<file path="config.mk">
export PLATFORM = sky130hd
export DESIGN_NAME = stmv_ctrl
export DESIGN_NICKNAME = d
export VERILOG_FILES = /design/src/rtl/stmv_pkg.sv /design/src/rtl/stmv_ctrl.sv
export SDC_FILE = /design/constraint.sdc
export NUM_CORES = 1
export LEC_CHECK = 0
export ABC_CLOCK_PERIOD_IN_PS = 1810
export BUFFER_PORTS_ARGS = -buffer_cell sky130_fd_sc_hd__buf_2
export CAP_MARGIN = 20
export CORE_AREA = 2 2 39 41
export DETAILED_ROUTE_END_ITERATION = 16
export DIE_AREA = 0 0 41 43
export RECOVER_POWER = 25
export SLEW_MARGIN = 40
export SYNTH_ARGS = -nofsm -noshare
export SYNTH_HDL_FRONTEND = slang
export SYNTH_SLANG_ARGS = --single-unit
</file>
<file path="constraint.sdc">
create_clock -name clk -period 1.81 [get_ports clk]
set_input_delay 0.181 -clock clk [delete_from_list [all_inputs] [get_ports clk]]
set_output_delay 0.181 -clock clk [all_outputs]
set_load 0.005 [all_outputs]
</file>
<file path="src/rtl/stmv_pkg.sv">
// ---------------------------------------------------------------------------
// stmv_pkg
// Shared types and constants of the sparse transpose mat-vec tree core:
// word formats, action codes, controller states and datapath commands.
// ---------------------------------------------------------------------------
package stmv_pkg;

    // fixed field widths
    localparam int NUM_COLS_W = 11;
    localparam int OUT_W      = 48;
    localparam int PROD_W     = 40;

    // action codes carried in the input word
    localparam logic [2:0] ACT_LOAD_B     = 3'd0;
    localparam logic [2:0] ACT_SET_PARENT = 3'd1;
    localparam logic [2:0] ACT_ADD_TERM   = 3'd2;
    localparam logic [2:0] ACT_PROPAGATE  = 3'd3;
    localparam logic [2:0] ACT_READ_W     = 3'd4;
    localparam logic [2:0] ACT_CLEAR_W    = 3'd5;

    // input word
    typedef struct packed {
        logic        [2:0]  action;
        logic        [9:0]  column;
        logic        [11:0] row_index;
        logic signed [7:0]  coefficient;
        logic signed [31:0] b_value;
        logic        [9:0]  parent_index;
    } in_word_t;

    // result word
    typedef struct packed {
        logic signed [OUT_W-1:0] w_value;
        logic                    read_valid;
    } out_word_t;

    // controller states
    typedef enum logic [3:0] {
        S_INIT,
        S_IDLE,
        S_DISPATCH,
        S_TERM_MUL,
        S_TERM_WR,
        S_PROP_PAR,
        S_PROP_RD,
        S_PROP_ADD,
        S_CLEAR,
        S_RESP
    } ctl_state_t;

    // datapath operations, one per cycle
    typedef enum logic [3:0] {
        OP_NONE,
        OP_CAPTURE,
        OP_LOAD_B,
        OP_SET_PARENT,
        OP_TERM_READ,
        OP_TERM_MUL,
        OP_TERM_WRITE,
        OP_PROP_START,
        OP_PROP_PARENT,
        OP_PROP_READ,
        OP_PROP_WRITE,
        OP_READ_W,
        OP_CLEAR_START,
        OP_CLEAR_STEP,
        OP_RESULT
    } dp_op_t;

    // controller to datapath
    typedef struct packed {
        dp_op_t op;
    } ctl_cmd_t;

    // datapath to controller
    typedef struct packed {
        logic [2:0] action;
        logic       prop_last;
        logic       clear_last;
        logic       multi_col;
        logic       out_free;
    } ctl_sts_t;

endpackage

</file>
<file path="src/rtl/stmv_ctrl.sv">
// ---------------------------------------------------------------------------
// stmv_ctrl
// Sequencer of the core: takes one word at a time, steps the datapath
// through the work of its action and hands the result to the output stage.
// ---------------------------------------------------------------------------
module stmv_ctrl
    import stmv_pkg::*;
(
    input  logic     clk,
    input  logic     rst_n,
    input  logic     in_valid,
    output logic     in_ready,
    input  ctl_sts_t sts,
    output ctl_cmd_t cmd
);

    ctl_state_t state_reg;
    ctl_state_t state_next;

    // state register, starts with the accumulator sweep
    always_ff @(posedge clk or negedge rst_n)
    begin
        if (!rst_n)
        begin
            state_reg <= S_INIT;
        end
        else
        begin
            state_reg <= state_next;
        end
    end

    // next state
    always_comb
    begin
        state_next = state_reg;
        unique case (state_reg)
            S_INIT:
            begin
                if (sts.clear_last)
                begin
                    state_next = S_IDLE;
                end
            end
            S_IDLE:
            begin
                if (in_valid)
                begin
                    state_next = S_DISPATCH;
                end
            end
            S_DISPATCH:
            begin
                unique case (sts.action)
                    ACT_ADD_TERM:  state_next = S_TERM_MUL;
                    ACT_PROPAGATE: state_next = sts.multi_col ? S_PROP_PAR : S_RESP;
                    ACT_CLEAR_W:   state_next = S_CLEAR;
                    default:       state_next = S_RESP;
                endcase
            end
            S_TERM_MUL: state_next = S_TERM_WR;
            S_TERM_WR:  state_next = S_RESP;
            S_PROP_PAR: state_next = S_PROP_RD;
            S_PROP_RD:  state_next = S_PROP_ADD;
            S_PROP_ADD: state_next = sts.prop_last ? S_RESP : S_PROP_PAR;
            S_CLEAR:
            begin
                if (sts.clear_last)
                begin
                    state_next = S_RESP;
                end
            end
            S_RESP:
            begin
                if (sts.out_free)
                begin
                    state_next = S_IDLE;
                end
            end
            default: state_next = S_INIT;
        endcase
    end

    // outputs
    always_comb
    begin
        cmd.op   = OP_NONE;
        in_ready = 1'b0;
        unique case (state_reg)
            S_INIT: cmd.op = OP_CLEAR_STEP;
            S_IDLE:
            begin
                in_ready = 1'b1;
                cmd.op   = in_valid ? OP_CAPTURE : OP_NONE;
            end
            S_DISPATCH:
            begin
                unique case (sts.action)
                    ACT_LOAD_B:     cmd.op = OP_LOAD_B;
                    ACT_SET_PARENT: cmd.op = OP_SET_PARENT;
                    ACT_ADD_TERM:   cmd.op = OP_TERM_READ;
                    ACT_PROPAGATE:  cmd.op = OP_PROP_START;
                    ACT_READ_W:     cmd.op = OP_READ_W;
                    ACT_CLEAR_W:    cmd.op = OP_CLEAR_START;
                    default:        cmd.op = OP_NONE;
                endcase
            end
            S_TERM_MUL: cmd.op = OP_TERM_MUL;
            S_TERM_WR:  cmd.op = OP_TERM_WRITE;
            S_PROP_PAR: cmd.op = OP_PROP_PARENT;
            S_PROP_RD:  cmd.op = OP_PROP_READ;
            S_PROP_ADD: cmd.op = OP_PROP_WRITE;
            S_CLEAR:    cmd.op = OP_CLEAR_STEP;
            S_RESP:     cmd.op = sts.out_free ? OP_RESULT : OP_NONE;
            default:    cmd.op = OP_NONE;
        endcase
    end

endmodule

</file>
=== After elaboration in Yosys (flattened, before gate mapping) ===
Cells that the tools add are included.

* Equal/unequal tests: 18
* Muxes and demuxes: 13
* Reduce and logical (&&, ||, !) cells: 4

{| class="wikitable"
|+ Operators with widths
! cell !! number
|-
| 4-bit one-hot mux with 10 select lines || 1
|-
| 4-bit one-hot mux with 9 select lines || 1
|-
| 4-bit 2-to-1 mux || 7
|-
| 4-bit one-hot mux with 6 select lines || 1
|-
| 4-bit by 3-bit equality test with 1-bit output (second input constant) || 4
|-
| 4-bit one-hot mux with 3 select lines || 1
|-
| 4-bit by 2-bit equality test with 1-bit output (second input constant) || 2
|-
| 4-bit equality test (second input constant) || 2
|-
| 2-bit != test (second input constant) || 4
|-
| 3-bit by 2-bit equality test with 1-bit output (second input constant) || 2
|-
| 3-bit equality test (second input constant) || 2
|-
| 4-bit by 1-bit equality test with 1-bit output (second input constant) || 1
|-
| 4-bit logical NOT || 1
|-
| 4-bit AND reduction || 1
|-
| 3-bit by 1-bit equality test with 1-bit output (second input constant) || 1
|-
| 3-bit logical NOT || 1
|-
| 1-bit 2-to-1 mux || 2
|-
| 2-bit OR reduction || 1
|}

* Bits in registers: 4
* Bits of input ports: 10
* Output and inout bits: 5
* Word-level logic and storage cells: 36

=== Longest topological paths before layout ===
* Depth in word-level cells: 3
* Mapped depth: 5
* Mapped depth without buffers: 3

=== Worst setup path before layout ===
No wires, ideal clock.

* Path type: register to output
* Start point: register state_reg[0]
* End point: output cmd[1] in the netlist's numbering
* Arrival time: 1.059 ns
* Required time: 1.629 ns
* Slack: 0.570 ns
* Cell stages (with the launch flop): 6
* Path buffers: 2
* Path through: dfrtp_1 -> buf_4 -> buf_2 -> nor4b_1 -> a31oi_1 -> o21ai_0

{| class="wikitable"
|+ RTL lines
! element !! RTL line !! text
|-
| start, declared || stmv_ctrl.sv:17 || <nowiki>ctl_state_t state_reg;</nowiki>
|-
| start signal, assigned || stmv_ctrl.sv:29 || <nowiki>state_reg <= state_next;</nowiki>
|-
| end, declared || stmv_ctrl.sv:14 || <nowiki>output ctl_cmd_t cmd</nowiki>
|}

==> impl_results.md <==
- Die Wd: 41 um
- Worst Tran Pin Value: 0.511 ns
- Leak pwr: 0.265 nW
- Layout cells sized above 1: 25.0%
- Largest net degree at the start of global routing: 20
- Power Total: 0.973 mW
- Most frequent cell after synthesis: a21oi_1
- Synth cell count leaders: a21oi_1 (6), nand2b_1 (5), nor2_1 (5)
- Kind of critical path: flip-flop to primary output
- Most used flip-flop cell after synthesis: dfrtp_1
- Die area: 1760 um^2
- Crit path buf inv count: 1
- Clk Latency, worst-skew pair: 0.24 ns
- Critical path endpoint category: primary output
- Clock Tree Buf Depth: 2
- Outcome: completed
- Hold crit path type: input pin to flip-flop
- FMAX: approximately 0.59 GHz
- Grt total ovfl: 0
- Worst VDD drop: ~530 uV
- CTS H-tree depth: 1
- DP Area: between 500 and 600 um^2
- Worst rel slew slack: 65.9%
- Total track usage: 18.7%
- Clock slew at reported path FFs: 0.04 ns
- Post-synth EDFFs: 0
- Initial antenna violation count: 0
- Max FFs per register: 4
- Setup violations, final: 0
- Share of the synthesized area in the top cell type: 19.9%
- R2R setup slack: ~0.46 ns
- Final Hold Violating Endpoints: 0
- Worst r2r src: state_reg[2]$_DFFE_PN0P_
- Ys Warns: 0
- Total Wirelength: 1.23 mm
- #FFs+latches synth: 4
- Syn_nets: 77
- CTS tree: built
- Cell taking the most area after synthesis: dfrtp_1
- Worst Setup EP: cmd[0]
- GPL Wtd Cong: 0.807
- CP Launch Type: flip-flop
- Crit-path max cell delay: 0.55 ns
- Clock sink total: 4
- WL/cell: 12.8 um
- First-pass GRT wire length: 2.21 mm
- Residual DRC count: 0
- Pre-antenna DRT Iters: 4
- Reg2reg path depth: 3
- Antenna diodes: 0
- Post-route cell area: roughly 600 um^2
- Reg-to-reg endpoint: state_reg[0]$_DFFE_PN0P_
- Cell Chain, Critical Path: and2_1 > a311oi_1 > nand2b_1 > buf_2
- Area growth, synth to finish: 19.4%
- Crit path max fanout: 16
- Via count: 538
- Post-Syn Area: between 500 and 600 um^2
- Crit path launch: state_reg[2]$_DFFE_PN0P_
- Synth area leaders: dfrtp_1 (20%), nand2b_1 (6.2%), a21oi_1 (6.0%)
- DR iter-0 viols: 9
- Fin crit share: between 90% and 100%
- Sequential fraction of the synthesis area: 19.9%
- Slowest CP cell: dfrtp_1
- HPWL Detailed: 921 um
- TritonCTS Buffers: 3
- Max-slew violations: 0
- Effective utilization at floorplan: approximately 36%
- Setup TNS: 0 ns
- Worst Path Required: approximately 1.6 ns
- Antenna-violating nets left: 0
- Root buffer cell: clkbuf_4
- Critical Path Stages: 4
- Core ar.: 1380 um^2
- Avg Inst Size Synth: 7.53 um^2
- Post-synth ARST share: 100%
- Family with the most delay on the worst path: flip-flops
- Mapped Cells: 67
- Yosys cell types: 34
- Vert. Die Dim: between 40 and 50 um
- Num rows: 14
- Routed vias/inst: 5.60
- RSZ-0062 raised after global routing: no
- Number of max-cap violations: 0
- Critical Path AT: 1.51 ns
- Port bufs: 14
- # nets final: 92
- P per Cell Area: between 1500 and 2000 nW/um^2
- Skew final: 0.00128 ns
- Vias in the first global route: 489
- Num ports: 15
- Fin crit period: 1.69 ns
-- per-stage QoR --
step                      hold WS [ns]  util [%]  setup slack [ns]  std cells
after detailed placement      -0.00964      41.0             0.339         92
after CTS                        0.286      43.3            0.0729         96
after floorplan                 -0.115         -             0.570         67
after global routing             0.328      43.5           0.00393         96
after global placement        -0.00805      41.0             0.352         92
final                            0.298      43.5             0.120         96
-- power breakdown --
| group | leakage [nW] | internal, mW | switching [mW] |
|---|---|---|---|
| clock | 0.0138 | 0.0742 | 0.0368 |
| sequential | 0.0506 | 0.132 | 0.151 |
| combinational | 0.201 | 0.301 | 0.278 |
-- area by class of cell --
class | instances | area (um^2)
fill | 154 | 782
inverter | 4 | 15.0
clock buffer | 3 | 22.5
timing repair buffer | 16 | 86.3
multi-input combinational | 53 | 357
sequential | 4 | 101
tap | 16 | 20.0
-- worst register-to-register path, delay by kind of cell, from the launching register on --
family | cells | cell delay [ns]
simple gates | 1 | 0.14
flops | 1 | 0.65
compound gates | 2 | 0.44
-- cell families after synthesis --
| group | count (synthesis) | synth area share [%] |
|---|---|---|
| and+or+nand+nor | 27 | 31.8 |
| DFF | 4 | 19.9 |
| buffers and inverters | 10 | 9.92 |
| xor gates and xnor gates | 1 | 1.74 |
| muxes | 2 | 3.97 |
| AOI/OAI and AO/OA | 23 | 32.8 |
-- worst min path at each step --
stage,start,slack (ns),cells past startpoint,end
2_1_floorplan,rst_n,-0.11,0,state_reg[0]$_DFFE_PN0P_
3_3_place_gp,rst_n,-0.008,1,state_reg[1]$_DFFE_PN0P_
3_5_place_dp,rst_n,-0.01,1,state_reg[1]$_DFFE_PN0P_
4_1_cts,rst_n,0.29,2,state_reg[3]$_DFFE_PN0P_
5_1_grt,rst_n,0.33,2,state_reg[1]$_DFFE_PN0P_
6_report,sts[1],0.30,3,state_reg[2]$_DFFE_PN0P_
-- what timing repair did --
item | CTS | global route
endpoints found under the setup margin | 0 | 3
hold buffers | 1 | 0
setup buffers | 0 | 0
gates resized for setup | 0 | 2
endpoints found under the hold margin | 4 | 0
-- layer usage --
metal	wire length (um)	share of wire [%]	vias to the layer above	track usage [%]
li1	-	-	276	-
met1	577	47	242	25.2
met2	566	46	18	25.9
met5	0	0	-	0
met4	10	0.81	0	10.0
met3	78	6.3	2	5.24
-- cells in the final DEF, fill, tap and decap left out, types with 2 or more instances in the layout --
| cell | netlist | final |
|---|---|---|
| buf_2 | 4 | 13 |
| a21oi_1 | 6 | 6 |
| nand2b_1 | 5 | 5 |
| inv_1 | 4 | 4 |
| nor2_1 | 5 | 4 |
| o21ai_0 | 4 | 4 |
| nor3_1 | 3 | 3 |
| clkbuf_4 | 0 | 3 |
| dfrtp_1 | 4 | 3 |
| and3_1 | 2 | 2 |
| and2_1 | 2 | 2 |
| a311oi_1 | 2 | 2 |
| mux2i_1 | 2 | 2 |
| a31oi_1 | 2 | 2 |
No activity file was read; power rests on OpenSTA's default activity.
